$ cat config.mk
export PLATFORM = sky130hd
export DESIGN_NAME = power_bank_mode_controller
export DESIGN_NICKNAME = d
export VERILOG_FILES = /design/src/sv/pbmc_pkg.sv /design/src/sv/pbmc_cfg_regs.sv /design/src/sv/pbmc_fault_eval.sv /design/src/sv/pbmc_mode_fsm.sv /design/src/sv/power_bank_mode_controller.sv
export SDC_FILE = /design/constraint.sdc
export NUM_CORES = 1
export LEC_CHECK = 0
export ABC_AREA = 1
export BUFFER_PORTS_ARGS = -buffer_cell sky130_fd_sc_hd__buf_2
export CAP_MARGIN = 15
export CORE_MARGIN = 2
export CORE_UTILIZATION = 40
export DETAILED_ROUTE_END_ITERATION = 7
export GPL_TIMING_DRIVEN = 0
export PLACE_DENSITY = 0.63
export SYNTH_ARGS = -nofsm -noshare
export SYNTH_HDL_FRONTEND = slang
export SYNTH_SLANG_ARGS = --single-unit
$ cat constraint.sdc
create_clock -name clk -period 2.6 [get_ports clk]
set_input_delay 0 -clock clk [delete_from_list [all_inputs] [get_ports clk]]
set_output_delay 0 -clock clk [all_outputs]
set_load 0.02 [all_outputs]
$ cat src/sv/pbmc_pkg.sv
// types, codes and reset values shared by the power bank mode controller
package pbmc_pkg;

  // mode codes
  localparam logic [2:0] MODE_INIT        = 3'd0;
  localparam logic [2:0] MODE_IDLE        = 3'd1;
  localparam logic [2:0] MODE_CHARGING    = 3'd2;
  localparam logic [2:0] MODE_DISCHARGING = 3'd3;
  localparam logic [2:0] MODE_PROTECT     = 3'd4;

  // fault bit positions
  localparam int FLT_LOW  = 0;
  localparam int FLT_OVER = 1;
  localparam int FLT_OC   = 2;
  localparam int FLT_TEMP = 3;

  // debounce counter limits
  localparam logic [1:0] DEB_MAX = 2'd3;
  localparam logic [1:0] DEB_ON  = 2'd2;

  // configuration register indexes
  localparam int          CFG_IDX_W           = 3;
  localparam int          CFG_DATA_W          = 16;
  localparam logic [2:0]  CFG_BAT_LOW_MV      = 3'd0;
  localparam logic [2:0]  CFG_BAT_OVER_MV     = 3'd1;
  localparam logic [2:0]  CFG_BAT_RECOVER_MV  = 3'd2;
  localparam logic [2:0]  CFG_BAT_FULL_MV     = 3'd3;
  localparam logic [2:0]  CFG_OVER_CURRENT_MA = 3'd4;
  localparam logic [2:0]  CFG_TEMP_LOW_C      = 3'd5;
  localparam logic [2:0]  CFG_TEMP_HIGH_C     = 3'd6;
  localparam logic [2:0]  CFG_TEMP_PROTECT_ON = 3'd7;

  // configuration reset values
  localparam logic [15:0] RST_BAT_LOW_MV      = 16'd3000;
  localparam logic [15:0] RST_BAT_OVER_MV     = 16'd4250;
  localparam logic [15:0] RST_BAT_RECOVER_MV  = 16'd3300;
  localparam logic [15:0] RST_BAT_FULL_MV     = 16'd4200;
  localparam logic [15:0] RST_OVER_CURRENT_MA = 16'd2500;
  localparam logic [7:0]  RST_TEMP_LOW_C      = 8'sd0;
  localparam logic [7:0]  RST_TEMP_HIGH_C     = 8'sd60;
  localparam logic        RST_TEMP_PROTECT_ON = 1'b1;

  typedef struct packed {
    logic [15:0]        battery_mv;
    logic [15:0]        output_ma;
    logic signed [7:0]  battery_temp;
    logic               input_seen;
    logic               load_seen;
    logic               pd_is_ready;
  } in_item_t;

  typedef struct packed {
    logic [2:0] mode;
    logic [3:0] faults;
    logic       charge_on;
    logic       output_on;
    logic       input_present;
    logic       load_present;
    logic       mode_changed;
  } out_item_t;

  typedef struct packed {
    logic [15:0]        low_batt_mv;
    logic [15:0]        over_batt_mv;
    logic [15:0]        recover_batt_mv;
    logic [15:0]        full_batt_mv;
    logic [15:0]        over_current_ma;
    logic signed [7:0]  temp_low_c;
    logic signed [7:0]  temp_high_c;
    logic               temp_protect_on;
  } cfg_regs_t;

  typedef struct packed {
    logic [3:0] faults;
    logic       recoverable;
    logic       bat_full;
  } fault_info_t;

endpackage

$ cat src/sv/pbmc_cfg_regs.sv
// threshold and enable registers written through the configuration port
module pbmc_cfg_regs (
  input  logic                             clk,
  input  logic                             rst_n,
  input  logic                             cfg_valid,
  output logic                             cfg_ready,
  input  logic [pbmc_pkg::CFG_IDX_W-1:0]   cfg_index,
  input  logic [pbmc_pkg::CFG_DATA_W-1:0]  cfg_data,
  output pbmc_pkg::cfg_regs_t              regs
);

  pbmc_pkg::cfg_regs_t regs_r;

  assign cfg_ready = 1'b1;
  assign regs      = regs_r;

  always_ff @(posedge clk) begin
    if (!rst_n) begin
      regs_r.low_batt_mv     <= pbmc_pkg::RST_BAT_LOW_MV;
      regs_r.over_batt_mv    <= pbmc_pkg::RST_BAT_OVER_MV;
      regs_r.recover_batt_mv <= pbmc_pkg::RST_BAT_RECOVER_MV;
      regs_r.full_batt_mv    <= pbmc_pkg::RST_BAT_FULL_MV;
      regs_r.over_current_ma <= pbmc_pkg::RST_OVER_CURRENT_MA;
      regs_r.temp_low_c      <= pbmc_pkg::RST_TEMP_LOW_C;
      regs_r.temp_high_c     <= pbmc_pkg::RST_TEMP_HIGH_C;
      regs_r.temp_protect_on <= pbmc_pkg::RST_TEMP_PROTECT_ON;
    end else if (cfg_valid) begin
      unique case (cfg_index)
        pbmc_pkg::CFG_BAT_LOW_MV:      regs_r.low_batt_mv     <= cfg_data;
        pbmc_pkg::CFG_BAT_OVER_MV:     regs_r.over_batt_mv    <= cfg_data;
        pbmc_pkg::CFG_BAT_RECOVER_MV:  regs_r.recover_batt_mv <= cfg_data;
        pbmc_pkg::CFG_BAT_FULL_MV:     regs_r.full_batt_mv    <= cfg_data;
        pbmc_pkg::CFG_OVER_CURRENT_MA: regs_r.over_current_ma <= cfg_data;
        pbmc_pkg::CFG_TEMP_LOW_C:      regs_r.temp_low_c      <= cfg_data[7:0];
        pbmc_pkg::CFG_TEMP_HIGH_C:     regs_r.temp_high_c     <= cfg_data[7:0];
        pbmc_pkg::CFG_TEMP_PROTECT_ON: regs_r.temp_protect_on <= cfg_data[0];
        default: ;
      endcase
    end
  end

endmodule

$ cat src/sv/pbmc_fault_eval.sv
// threshold comparisons: fault flags, recovery and full-charge checks
module pbmc_fault_eval (
  input  pbmc_pkg::in_item_t    item,
  input  pbmc_pkg::cfg_regs_t   regs,
  output pbmc_pkg::fault_info_t info
);

  logic temp_bad;

  assign temp_bad = regs.temp_protect_on &&
                    (($signed(item.battery_temp) < $signed(regs.temp_low_c)) ||
                     ($signed(item.battery_temp) > $signed(regs.temp_high_c)));

  always_comb begin
    info.faults[pbmc_pkg::FLT_LOW]  = item.battery_mv < regs.low_batt_mv;
    info.faults[pbmc_pkg::FLT_OVER] = item.battery_mv > regs.over_batt_mv;
    info.faults[pbmc_pkg::FLT_OC]   = item.output_ma > regs.over_current_ma;
    info.faults[pbmc_pkg::FLT_TEMP] = temp_bad;
    info.recoverable = (item.battery_mv >= regs.recover_batt_mv) &&
                       (item.battery_mv <= regs.over_batt_mv) &&
                       (item.output_ma <= regs.over_current_ma) && !temp_bad;
    info.bat_full    = item.battery_mv >= regs.full_batt_mv;
  end

endmodule

$ cat src/sv/pbmc_mode_fsm.sv
// debounce counters and the five-state mode machine
module pbmc_mode_fsm (
  input  logic                  clk,
  input  logic                  rst_n,
  input  logic                  advance,
  input  pbmc_pkg::in_item_t    item,
  input  pbmc_pkg::fault_info_t info,
  output pbmc_pkg::out_item_t   result
);

  logic [2:0] mode_r;
  logic [2:0] mode_nxt;
  logic [1:0] in_deb_r;
  logic [1:0] in_deb_nxt;
  logic [1:0] ld_deb_r;
  logic [1:0] ld_deb_nxt;
  logic       in_att;
  logic       ld_att;
  logic       fatal;
  logic       any_flt;
  logic       only_low;

  function automatic logic [1:0] deb_step(input logic [1:0] cnt, input logic seen);
    logic [1:0] r;
    if (seen) begin
      r = (cnt < pbmc_pkg::DEB_MAX) ? cnt + 2'd1 : cnt;
    end else begin
      r = (cnt != 2'd0) ? cnt - 2'd1 : 2'd0;
    end
    return r;
  endfunction

  assign in_deb_nxt = deb_step(in_deb_r, item.input_seen);
  assign ld_deb_nxt = deb_step(ld_deb_r, item.load_seen);
  assign in_att     = in_deb_nxt >= pbmc_pkg::DEB_ON;
  assign ld_att     = ld_deb_nxt >= pbmc_pkg::DEB_ON;

  assign any_flt  = |info.faults;
  assign fatal    = info.faults[pbmc_pkg::FLT_OVER] | info.faults[pbmc_pkg::FLT_OC] |
                    info.faults[pbmc_pkg::FLT_TEMP];
  assign only_low = info.faults[pbmc_pkg::FLT_LOW] && !fatal;

  always_comb begin
    mode_nxt = mode_r;
    unique case (mode_r)
      pbmc_pkg::MODE_INIT: begin
        mode_nxt = pbmc_pkg::MODE_IDLE;
      end
      pbmc_pkg::MODE_IDLE: begin
        if (in_att && item.pd_is_ready && !fatal) begin
          mode_nxt = pbmc_pkg::MODE_CHARGING;
        end else if (any_flt) begin
          mode_nxt = pbmc_pkg::MODE_PROTECT;
        end else if (ld_att) begin
          mode_nxt = pbmc_pkg::MODE_DISCHARGING;
        end
      end
      pbmc_pkg::MODE_CHARGING: begin
        if (fatal) begin
          mode_nxt = pbmc_pkg::MODE_PROTECT;
        end else if (!in_att || !item.pd_is_ready || info.bat_full) begin
          mode_nxt = pbmc_pkg::MODE_IDLE;
        end
      end
      pbmc_pkg::MODE_DISCHARGING: begin
        if (any_flt) begin
          mode_nxt = pbmc_pkg::MODE_PROTECT;
        end else if (in_att && item.pd_is_ready) begin
          mode_nxt = pbmc_pkg::MODE_CHARGING;
        end else if (!ld_att) begin
          mode_nxt = pbmc_pkg::MODE_IDLE;
        end
      end
      pbmc_pkg::MODE_PROTECT: begin
        // recovery wins over the low-battery charge path
        if (info.recoverable) begin
          mode_nxt = pbmc_pkg::MODE_IDLE;
        end else if (in_att && item.pd_is_ready && only_low) begin
          mode_nxt = pbmc_pkg::MODE_CHARGING;
        end
      end
      default: begin
        mode_nxt = pbmc_pkg::MODE_PROTECT;
      end
    endcase
  end

  always_ff @(posedge clk) begin
    if (!rst_n) begin
      mode_r   <= pbmc_pkg::MODE_INIT;
      in_deb_r <= 2'd0;
      ld_deb_r <= 2'd0;
    end else if (advance) begin
      mode_r   <= mode_nxt;
      in_deb_r <= in_deb_nxt;
      ld_deb_r <= ld_deb_nxt;
    end
  end

  always_comb begin
    result.mode          = mode_nxt;
    result.faults        = info.faults;
    result.charge_on     = mode_nxt == pbmc_pkg::MODE_CHARGING;
    result.output_on     = mode_nxt == pbmc_pkg::MODE_DISCHARGING;
    result.input_present = in_att;
    result.load_present  = ld_att;
    result.mode_changed  = mode_nxt != mode_r;
  end

endmodule

$ cat src/sv/power_bank_mode_controller.sv
// top level of the power bank mode controller
//
// one tick of measurements (battery voltage, output current, temperature and
// the raw input, load and pd-ready samples) is a transfer on the in_ channel;
// each tick gives exactly one result transfer on the out_ channel carrying the
// new mode, the fault flags, the charge/output enables and debounced presence
// an accepted tick is held in the input register while the comparisons
// and the mode update run on it, and the result lands in the output
// register, which drives out_valid
// throughput is one tick per cycle unless the receiver stalls, set by the
// mode/debounce update loop; in_ready stays high while the output register is
// empty or is being emptied, so a stalled receiver holds at most two ticks in flight
// thresholds are written through the cfg_ port (always ready) and must only
// change while no tick is in flight
// synchronous active-low reset puts the mode into init, clears both debounce
// counters, loads the default thresholds and empties both registers
module power_bank_mode_controller (
  input  logic                             clk,
  input  logic                             rst_n,
  input  logic                             in_valid,
  output logic                             in_ready,
  input  pbmc_pkg::in_item_t               in_data,
  output logic                             out_valid,
  input  logic                             out_ready,
  output pbmc_pkg::out_item_t              out_data,
  input  logic                             cfg_valid,
  output logic                             cfg_ready,
  input  logic [pbmc_pkg::CFG_IDX_W-1:0]   cfg_index,
  input  logic [pbmc_pkg::CFG_DATA_W-1:0]  cfg_data
);

  pbmc_pkg::cfg_regs_t   regs;
  pbmc_pkg::fault_info_t info;
  pbmc_pkg::in_item_t    s1_data_r;
  pbmc_pkg::out_item_t   result;
  pbmc_pkg::out_item_t   out_data_r;
  logic                  s1_vld_r;
  logic                  out_vld_r;
  logic                  advance;

  // tick moves from the input register into the output register
  assign advance  = s1_vld_r && (!out_vld_r || out_ready);
  assign in_ready = !s1_vld_r || advance;

  assign out_valid = out_vld_r;
  assign out_data  = out_data_r;

  pbmc_cfg_regs u_cfg (
    .clk       (clk),
    .rst_n     (rst_n),
    .cfg_valid (cfg_valid),
    .cfg_ready (cfg_ready),
    .cfg_index (cfg_index),
    .cfg_data  (cfg_data),
    .regs      (regs)
  );

  pbmc_fault_eval u_fault (
    .item (s1_data_r),
    .regs (regs),
    .info (info)
  );

  pbmc_mode_fsm u_fsm (
    .clk     (clk),
    .rst_n   (rst_n),
    .advance (advance),
    .item    (s1_data_r),
    .info    (info),
    .result  (result)
  );

  // input register
  always_ff @(posedge clk) begin
    if (!rst_n) begin
      s1_vld_r <= 1'b0;
    end else if (in_ready) begin
      s1_vld_r <= in_valid;
    end
  end

  always_ff @(posedge clk) begin
    if (in_valid && in_ready) begin
      s1_data_r <= in_data;
    end
  end

  // result register, held while the receiver stalls
  always_ff @(posedge clk) begin
    if (!rst_n) begin
      out_vld_r <= 1'b0;
    end else if (advance) begin
      out_vld_r <= 1'b1;
    end else if (out_ready) begin
      out_vld_r <= 1'b0;
    end
  end

  always_ff @(posedge clk) begin
    if (advance) begin
      out_data_r <= result;
    end
  end

endmodule

**Word level (Yosys, flattened, before mapping)**

Index checks and enable logic that the tools add are counted.

- Bits in registers: 161
- Input bits: 67
- Word-level logic and storage cells: 113

- Add/sub/neg operators: 4
- $lt $le $gt $ge: 13
- Eq/ne operators: 14
- Multiplexer cells: 19
- Bitwise gates (word level): 2
- Reduce and logical (&&, ||, !) cells: 35

Operators with widths:

| operator | number |
|---|---|
| 16-bit >= comparator | 2 |
| 16-bit > comparator | 2 |
| 16-bit <= comparator | 2 |
| 3-bit two-way mux | 10 |
| 3-bit by 2-bit equality test with 1-bit output, second input constant | 6 |
| 16-bit less-than comparator | 1 |
| 2-bit AND reduction | 8 |
| 3-bit equality test, second input constant | 5 |
| 3-bit case mux with 5 select lines | 1 |
| 2-bit two-way mux | 6 |
| 1-bit logical AND | 10 |
| 8-bit > comparator | 1 |
| 8-bit less-than comparator | 1 |
| 3-bit by 1-bit equality test with 1-bit output, second input constant | 2 |
| 1-bit zero test | 6 |
| 3-bit zero test | 2 |
| 2-bit nonzero test | 3 |
| 1-bit logical OR | 5 |
| 2-bit by 1-bit adder with 2-bit output, second input constant | 2 |
| 2-bit >= comparator, second input constant | 2 |
| 2-bit less-than comparator, second input constant | 2 |
| 4-bit OR reduction | 1 |
| 2-bit by 1-bit subtractor with 2-bit output, second input constant | 2 |
| 3-bit != test | 1 |
| other kinds (2) | 4 |

**Depth between registers and ports, before layout**

Gate-level depths: netlist of run 1.

- Depth after elaboration: 11
- Mapped depth: 21
- Mapped depth without buffers: 21

**Modules after synthesis**

A second synthesis of run 1 with hierarchy kept.

- Cell total of the unflattened synthesis: 1111
- Area total of the unflattened synthesis: 8659.6 um^2

By module, submodules not included:

| module | instances | cells an instance | area an instance (um^2) | sequential area each (um^2) |
|---|---|---|---|---|
| pbmc_cfg_regs | 1 | 528 | 3767.4 | 1941.9 |
| pbmc_fault_eval | 1 | 404 | 2506.2 | 0.0 |
| power_bank_mode_controller | 1 | 68 | 1746.7 | 1691.6 |
| pbmc_mode_fsm | 1 | 111 | 639.4 | 140.1 |

**Worst setup path before layout of run 1**

OpenSTA, ideal clock, no wires.

- Path type: register to register
- Start point: register s1_data_r[38] (netlist bit)
- End point: register out_data_r, in the netlist out_data[0] (data pin)
- Arrival: 1.805 ns
- Required time: 2.341 ns
- Path slack: 0.536 ns
- Stages on the path, launching flop included: 17
- Buffers on the path: 0
- Clock period less this slack: 2.064 ns
- Cells stage by stage: edfxtp_1 -> ha_1 -> nand2_1 -> inv_2 -> nand3_1 -> nor3_2 -> nand2_1 -> nand2_1 -> nand2_1 -> nand2_1 -> inv_4 -> nand4_1 -> nand2_1 -> nand2_1 -> nand3_2 -> nand2_1 -> nand3_1

RTL lines:

| what | RTL line | source |
|---|---|---|
| start, declared | power_bank_mode_controller.sv:34 | `pbmc_pkg::in_item_t s1_data_r;` |
| start signal, assigned | power_bank_mode_controller.sv:84 | `s1_data_r <= in_data;` |
| end signal, assigned | power_bank_mode_controller.sv:101 | `out_data_r <= result;` |
| end, declared | power_bank_mode_controller.sv:36 | `pbmc_pkg::out_item_t out_data_r;` |

==> flow_summary_export.csv, run 1 <==
group,metric,value,unit
pwr,power.switching,0.00161,W
yosys,synth_top_area_share,26.4,%
cells_and_area,total_area_of_multi_input_combinational_cells,0.00369,mm^2
worst_setup_path,crit_arrival,2.64,ns
timing,post_route_clock_skew,0.00696,ns
yosys,synth_seq_cells,161,
clock_network,cts-htree-levels,4,
global_routing,grt_antenna_before_repair,0,
timing,post-route-period-util,94.1,%
yosys,syn_avg_cell_area,8.59,um^2
timing,upper_clock_frequency_limit,409,MHz
cells_and_area,finish.utilization,51.7,%
worst_setup_path,crit_top_cell,"sky130_fd_sc_hd__nand2_1",
floorplan,dieArea,0.0212,mm^2
status,outcome,"completed",
timing,final_critical_path_setup_slack,0.153,ns
clock_network,clkLatencyLatePin,0.43,ns
pwr,share_clk_of_total_power,39.4,%
yosys,synth.lib_cells_used.distinct,33,
cells_and_area,final_area,0.0101,mm^2
worst_setup_path,rr_worst_depth,12,
drt,avgRoutedWirePerCell,14.6,um
floorplan,fp-row-count,51,
cells_and_area,register_area,0.00377,mm^2
pwr,p_sw_share,27.3,%
cells_and_area,antenna-diode-count,0,
yosys,synth_top_cells_by_area,"sky130_fd_sc_hd__dfxtp_1 26%, sky130_fd_sc_hd__edfxtp_1 21%, sky130_fd_sc_hd__ha_1 15%",
hold_path,min-delay-path-class,"input pin to flip-flop",
drt,avgViaCountPerCell,4.84,
pwr,power_frac_seq,47.3,%
drt,first_iter_violations,453,
floorplan,start_util,41.0,%
pwr,power.static_leakage,4.50,nW
clock_network,num_cts_buffers,17,
global_routing,grt_pass1_vias,6300,
pwr,p_int,0.00427,W
drt,drt_pre_antenna_iters,5,
floorplan,ioPinCount,82,
cells_and_area,total_of_fill_cells_in_the_finished_design,1850,
run,max_cap_viol_count,0,
floorplan,fp.dieH,146,um
placement,cell_count_post_placement,1279,
timing,drv_slew,0,
cells_and_area,layoutNonFillerInstCount,1383,
timing,finalHoldViolCount,0,
yosys,synth_nets,1096,
cells_and_area,num-nets-final,1266,
yosys,yosys_warnings,0,
worst_setup_path,cp-start-kind,"flip-flop",
pwr,cellPowerDensity,581,mW/mm^2
worst_setup_path,timing.setup.critical_path_class,"flip-flop to flip-flop",
yosys,yosysTopAreaCell,"sky130_fd_sc_hd__dfxtp_1",
global_routing,global_route.usage.total,19.5,%
timing,report.final.setup_viol,0,
timing,worst_slew_margin_relative_to_its_limit,55.6,%
yosys,syn_inst,935,
worst_setup_path,crit_path_end_kind,"flip-flop",
cells_and_area,area.growth.synth_to_final,26.0,%
pwr,worst_ir_drop_vdd,468,uV
global_routing,pin_count_of_the_biggest_net_entering_global_routing,36,
placement,buffer_ports.inserted,78,
yosys,syn-cell-area,0.00803,mm^2
hold_path,hold_path_depth,3,
placement,place_worst_setup_slack,0.0757,ns
worst_setup_path,worstPathCellList,"buf_4 -> ha_1 -> nand2_1 -> nor3_1 -> nand2_1 -> nand2_2 -> inv_1 -> nand4_1 -> nand2_1 -> nand2_2 -> nand3_4 -> buf_4",
worst_setup_path,slowest_stage,"sky130_fd_sc_hd__edfxtp_1",
drt,antenna_left,0,
pwr,logic_gate_share_of_total_power,13.3,%
yosys,seq_area_frac_synth,47.0,%
clock_network,cts-root-to-sink-buffers,2,
global_routing,global_route_wire_length_before_repair,32700,um
cells_and_area,post_route_cells_drive_above_1_share,14.1,%
clock_network,cts.sinks,161,
global_routing,grt.overflow.total,0,
placement,gp_routability_congestion,0.861,
drt,routed_wl,20100,um
placement,hpwl,14200,um
placement,placement.cell_area,0.00878,mm^2
clock_network,cts_tree,"built",
clock_network,cts_root_buffer,"sky130_fd_sc_hd__clkbuf_16",
timing,min_period,2.45,ns
clock_network,clock_transition_at_path_regs,0.07,ns
drt,vias,6691,
floorplan,x_dimension_of_the_die,146,um
timing,worst_slew_pin_slew,0.667,ns
drt,drt_drc_violations_left,0,
floorplan,placeableCoreArea,0.0196,mm^2
worst_setup_path,critPathMaxFanout,5,
worst_setup_path,crit_required,2.79,ns
worst_setup_path,cpPeakStageDelay,0.53,ns
-- power groups by stage --
stage	registers, W	logic, W	clock network, W
finish	0.00278	0.000782	0.00232
global route	0.00279	0.000898	0.00246
CTS	0.00278	0.000755	0.00235
detailed placement	0.00284	0.000673	0
global placement	0.00284	0.000654	0
floorplan	0.00283	0.000435	0
-- cells in the final DEF, fill, tap and decap left out, types with 2 or more instances in the layout --
cell,instances
sky130_fd_sc_hd__a21o_1,2
sky130_fd_sc_hd__a21oi_1,104
sky130_fd_sc_hd__a21oi_2,2
sky130_fd_sc_hd__buf_2,78
sky130_fd_sc_hd__buf_4,8
sky130_fd_sc_hd__clkbuf_1,24
sky130_fd_sc_hd__clkbuf_16,17
sky130_fd_sc_hd__clkinv_2,4
sky130_fd_sc_hd__clkinv_4,5
sky130_fd_sc_hd__clkinvlp_4,5
sky130_fd_sc_hd__dfxtp_1,106
sky130_fd_sc_hd__dlygate4sd3_1,64
sky130_fd_sc_hd__edfxtp_1,55
sky130_fd_sc_hd__ha_1,91
sky130_fd_sc_hd__ha_4,3
sky130_fd_sc_hd__inv_1,142
sky130_fd_sc_hd__inv_2,6
sky130_fd_sc_hd__inv_6,3
sky130_fd_sc_hd__nand2_1,154
sky130_fd_sc_hd__nand2_2,7
sky130_fd_sc_hd__nand3_1,13
sky130_fd_sc_hd__nand3_2,3
sky130_fd_sc_hd__nand3_4,2
sky130_fd_sc_hd__nand4_1,13
sky130_fd_sc_hd__nor2_1,61
sky130_fd_sc_hd__nor2_2,5
sky130_fd_sc_hd__nor3_1,4
sky130_fd_sc_hd__nor3_2,4
sky130_fd_sc_hd__o211ai_1,31
sky130_fd_sc_hd__o21a_1,3
sky130_fd_sc_hd__o21ai_0,81
sky130_fd_sc_hd__o21ai_1,3
sky130_fd_sc_hd__o21bai_1,2
-- layout make-up --
type | instances | area share, %
Timing Repair Buffer | 150 | 10.9
Clock inverter | 15 | 1.12
Tap cell | 265 | 3.28
Timing Repair inverter | 1 | 0.0494
Multi-Input combinational cell | 597 | 36.4
Inverter | 150 | 5.61
Buffer | 27 | 1.12
Clock buffer | 17 | 4.20
Sequential cell | 161 | 37.3
-- flip-flops by register name, indices dropped and copies added (netlist names) --
name,count
out_data,12
s1_vld_r,1
u_fsm.ld_deb_r,2
s1_data_r,43
out_valid,1
u_fsm.in_deb_r,2
u_fsm.mode_r,3
u_cfg.regs,97
-- timing repair --
item	CTS	global route
resized for setup	0	21
hold buffers	64	0
endpoints found under the setup margin	0	7
endpoints found under the hold margin	121	0
setup buffers	0	7
-- worst max-delay path: cells and delay by family (launching register included) --
kind	cells	cell delay, ns
buffers and inverters	3	0.42
flip-flops	1	0.53
AND/OR/NAND/NOR	8	0.97
adder cells (fa/ha/maj)	1	0.28
-- Yosys cell counts, drive strengths merged --
master  number
buf          2
a21o         2
or2          1
a21boi       1
dfxtp      106
clkinv       1
nor2        67
clkbuf      25
nand2b       1
nor3         9
nand2      162
conb         1
a21oi      106
inv        149
nand4       13
o211ai      31
nand3b       1
o21bai       2
o21ai       84
ha          94
o21a         3
edfxtp      55
a31oi        1
nand3       18
-- final timing paths --
| kind | startpoint | endpoint | slack [ns] |
|---|---|---|---|
| max | s1_data_r[38] | out_data[10] | 0.15 |
| min | rst_n | u_cfg.regs[78] | 0.01 |
| max reg2reg | s1_data_r[38] | out_data[10] | 0.15 |
| min reg2reg | u_cfg.regs[79] | u_cfg.regs[79] | 0.46 |
-- per-layer routing --
layer	vias to the layer above	routed length [um]	track usage [%]
met5	-	0	0
met4	0	372	6.27
met3	20	823	3.67
met2	137	9210	31.1
met1	3070	9740	26.9
li1	3464	-	-
-- logic make-up (layout without fill, tap and decap cells) --
family                     count (synthesis)  after routing  share of synthesized area [%]
adders and majority gates                 94             94                           14.6
buffers and inverters                    177            360                           8.46
and+or+nand+nor                          272            272                           14.3
DFF                                      161            161                           47.0
AOI/OAI and AO/OA                        230            230                           15.6
other                                      1              1                         0.0467
-- per-stage QoR --
stage / TNS, ns / hold slack [ns] / total power (W)
floorplan: 0 / 0.0989 / 0.00327
global placement: 0 / 0.176 / 0.00349
detailed placement: 0 / 0.178 / 0.00351
CTS: 0 / 0.0113 / 0.00589
global route: -0.0575 / 0.0536 / 0.00615
finish: 0 / 0.0143 / 0.00588
No activity file was read; power rests on OpenSTA's default activity.
==> run 2: changes to the inputs <==
Settings changed: ABC_AREA 1 to not set.
==> run 2 against run 1 <==
Worst hold slack better by 0.0045 ns. Cell count down 2.7%. Clock power up 22%.
==> flow_summary_export.csv, run 2 <==
group,metric,value,unit
timing,drv_slew,0,
placement,gp_routability_congestion,0.846,
pwr,power.switching,0.00152,W
drt,first_iter_violations,407,
yosys,seq_area_frac_synth,47.0,%
worst_setup_path,crit_path_end_kind,"flip-flop",
yosys,synth_top_area_share,26.4,%
worst_setup_path,timing.setup.critical_path_class,"flip-flop to flip-flop",
floorplan,x_dimension_of_the_die,146,um
floorplan,placeableCoreArea,0.0196,mm^2
placement,place_worst_setup_slack,-0.428,ns
status,outcome,"completed",
worst_setup_path,timing.critical_path.depth,9,
yosys,yosysTopAreaCell,"sky130_fd_sc_hd__dfxtp_1",
placement,hpwl,14600,um
yosys,synth.lib_cells_used.distinct,54,
timing,upper_clock_frequency_limit,388,MHz
global_routing,grt.overflow.total,0,
global_routing,grt_pass1_vias,6610,
cells_and_area,area.growth.synth_to_final,30.8,%
global_routing,global_route.usage.total,20.3,%
worst_setup_path,cp-startpoint,"s1_data_r[29]",
timing,min_period,2.58,ns
timing,post_route_clock_skew,0.0141,ns
global_routing,global_route_wire_length_before_repair,33500,um
clock_network,cts_tree,"built",
floorplan,start_util,41.0,%
yosys,yosys.cell_count.top_type,"sky130_fd_sc_hd__nand2_1",
clock_network,clkLatencyLatePin,0.43,ns
pwr,p_sw_share,24.0,%
cells_and_area,layout_commonest_cell,"sky130_fd_sc_hd__nand2_1",
worst_setup_path,r2r_slack,0.02,ns
timing,finalHoldViolCount,0,
pwr,power.static_leakage,4.19,nW
worst_setup_path,regToRegEndpoint,"out_data[4]",
worst_setup_path,reg2reg_from,"s1_data_r[29]",
pwr,share_clk_of_total_power,44.7,%
worst_setup_path,cpPeakStageDelay,0.48,ns
worst_setup_path,crit_required,2.78,ns
pwr,power_frac_seq,43.4,%
placement,cell_count_post_placement,1229,
pwr,worst_ir_drop_vdd,449,uV
drt,avgRoutedWirePerCell,15.8,um
cells_and_area,most-common-layout-cells,"192 x sky130_fd_sc_hd__nand2_1, 106 x sky130_fd_sc_hd__dfxtp_1, 104 x sky130_fd_sc_hd__inv_1, 97 x sky130_fd_sc_hd__a21oi_1, 85 x sky130_fd_sc_hd__ha_1",
worst_setup_path,worstPathCellList,"ha_4 -> nand2_1 -> o21ai_2 -> a41oi_2 -> o21a_2 -> or4_4 -> o311a_4 -> o21bai_4 -> nor2_1",
pwr,cellPowerDensity,604,mW/mm^2
drt,antenna_left,0,
run,max_cap_viol_count,0,
floorplan,dieArea,0.0212,mm^2
yosys,yosys_warnings,0,
yosys,number_of_enable_type_register_cells_in_the_synthesized_netlist,55,
timing,rsz_0062_raised_after_global_routing,"true",
clock_network,clock_transition_at_path_regs,0.07,ns
clock_network,cts-root-to-sink-buffers,2,
worst_setup_path,cp-start-kind,"flip-flop",
cells_and_area,num-nets-final,1228,
clock_network,num_cts_buffers,17,
yosys,synth_top_flop_cell,"sky130_fd_sc_hd__dfxtp_1",
drt,routed_wl,21300,um
clock_network,cts_root_buffer,"sky130_fd_sc_hd__clkbuf_16",
timing,post-route-period-util,99.2,%
cells_and_area,layoutNonFillerInstCount,1345,
timing,worst_slew_margin_relative_to_its_limit,43.3,%
timing,worst_slew_pin_slew,0.845,ns
timing,final_critical_path_setup_slack,0.0212,ns
yosys,synth_async_sr_flop_share,0,%
cells_and_area,antenna-diode-count,0,
floorplan,ioPinCount,82,
floorplan,fp-row-count,51,
yosys,post_synth_most_frequent_cells,"193 x sky130_fd_sc_hd__nand2_1, 106 x sky130_fd_sc_hd__dfxtp_1, 104 x sky130_fd_sc_hd__inv_1",
clock_network,cts-htree-levels,4,
timing,hold_ws,0.0188,ns
clock_network,cts.sinks,161,
yosys,synth_seq_cells,161,
cells_and_area,largest_register_ff_count,97,
pwr,p_int,0.00483,W
pwr,logic_gate_share_of_total_power,11.9,%
drt,avgViaCountPerCell,5.04,
yosys,syn-cell-area,0.00803,mm^2
yosys,syn_avg_cell_area,9.05,um^2
hold_path,min-delay-path-class,"input pin to flip-flop",
worst_setup_path,slowest_stage,"sky130_fd_sc_hd__edfxtp_1",
drt,drt_pre_antenna_iters,5,
worst_setup_path,rr_worst_depth,9,
worst_setup_path,worst_setup_path_endpoint,"out_data[4]",
global_routing,pin_count_of_the_biggest_net_entering_global_routing,32,
yosys,synth_top_cells_by_area,"sky130_fd_sc_hd__dfxtp_1 26%, sky130_fd_sc_hd__edfxtp_1 21%, sky130_fd_sc_hd__ha_1 15%",
yosys,synth_nets,1048,
worst_setup_path,critical_path.top_delay_family,"compound AO/OA/AOI/OAI gates",
placement,buffer_ports.inserted,76,
worst_setup_path,crit_arrival,2.76,ns
worst_setup_path,critPathMaxFanout,6,
yosys,syn_inst,887,
drt,vias,6778,
global_routing,grt_antenna_before_repair,0,
cells_and_area,post_route_cells_drive_above_1_share,15.9,%
worst_setup_path,critPathBufInv,0,
floorplan,fp.dieH,146,um
timing,report.final.setup_viol,0,
drt,drt_drc_violations_left,0,
-- run 2: cell count changes after synthesis, moves of 4 or more --
| cell | previous run | this run |
|---|---|---|
| sky130_fd_sc_hd__a211oi_1 | 0 | 7 |
| sky130_fd_sc_hd__a21o_1 | 2 | 7 |
| sky130_fd_sc_hd__a21oi_1 | 106 | 100 |
| sky130_fd_sc_hd__clkbuf_1 | 24 | 32 |
| sky130_fd_sc_hd__inv_1 | 143 | 104 |
| sky130_fd_sc_hd__inv_2 | 5 | 0 |
| sky130_fd_sc_hd__nand2_1 | 159 | 193 |
| sky130_fd_sc_hd__nand2b_1 | 1 | 5 |
| sky130_fd_sc_hd__nor2_1 | 62 | 29 |
| sky130_fd_sc_hd__nor2_2 | 5 | 0 |
| sky130_fd_sc_hd__nor2b_1 | 0 | 13 |
| sky130_fd_sc_hd__o211ai_1 | 31 | 39 |
| sky130_fd_sc_hd__o21a_1 | 3 | 7 |
| sky130_fd_sc_hd__o21ai_0 | 82 | 15 |
-- run 2: how the worst min path moves through the flow --
| stage | start | end | slack, ns | depth (start not counted) |
|---|---|---|---|---|
| after detailed placement | in_data[19] | s1_data_r[19] | 0.18 | 1 |
| after global routing | rst_n | u_cfg.regs[85] | 0.04 | 2 |
| final | rst_n | u_cfg.regs[85] | 0.02 | 2 |
| after global placement | in_data[20] | s1_data_r[20] | 0.18 | 1 |
| after CTS | rst_n | u_cfg.regs[85] | 0.03 | 2 |
| after floorplan | in_data[0] | s1_data_r[0] | 0.1 | 0 |
-- run 2: cell families after synthesis --
group | after synthesis | synth area share [%]
other | 1 | 0.0467
flip-flops | 161 | 47.0
multiplexers | 1 | 0.125
AND/OR/NAND/NOR | 284 | 15.2
buffers and inverters | 139 | 6.64
AO/OA/AOI/OAI | 206 | 16.2
adder cells (fa/ha/maj) | 95 | 14.8
-- run 2: metal layers --
metal	wire length (um)	global-route usage [%]
met3	1010	3.86
met4	469	7.65
met2	9850	33.5
met5	0	0
met1	9950	26.4
-- run 2: layout make-up --
cell class | instances | area [um^2]
buffer | 34 | 131
clock buffer | 21 | 504
clock inverter | 11 | 170
fill | 1819 | 9080
inverter | 104 | 390
multi-input combinational | 587 | 3990
sequential | 161 | 3770
tap | 265 | 332
timing repair buffer | 162 | 1220
-- run 2: repair_timing --
item | in CTS | in global routing
hold endpoints to repair | 141 | 0
pin swaps | 9 | 1
buffers inserted | 10 | 11
resized for setup | 21 | 27
hold buffers | 64 | 0
setup endpoints to repair | 9 | 7
-- run 2: worst register-to-register path, stage by stage, from the launching register on --
cell,delay (ns)
sky130_fd_sc_hd__edfxtp_1,0.48
sky130_fd_sc_hd__ha_4,0.32
sky130_fd_sc_hd__nand2_1,0.05
sky130_fd_sc_hd__o21ai_2,0.16
sky130_fd_sc_hd__a41oi_2,0.18
sky130_fd_sc_hd__o21a_2,0.31
sky130_fd_sc_hd__or4_4,0.44
sky130_fd_sc_hd__o311a_4,0.14
sky130_fd_sc_hd__o21bai_4,0.20
sky130_fd_sc_hd__nor2_1,0.06
-- run 2: stage by stage --
stage               TNS [ns]  instance area [um^2]  util, %  power (W)
finish                     0                 10500     53.6    0.00635
global placement       -2.08                  8740     44.6    0.00338
global route          -0.221                 10500     53.6    0.00658
CTS                        0                 10300     52.4    0.00634
floorplan                  0                  8030        -    0.00317
detailed placement     -1.99                  8760     44.7    0.00339
-- run 2: power groups by stage --
stage          registers, W  clock network (W)  logic (W)
3_5_place_dp        0.00281                  0   0.000580
6_report            0.00276            0.00283   0.000755
4_1_cts             0.00276            0.00287   0.000706
5_1_grt             0.00276            0.00297   0.000842
3_3_place_gp        0.00281                  0   0.000565
2_1_floorplan       0.00281                  0   0.000359
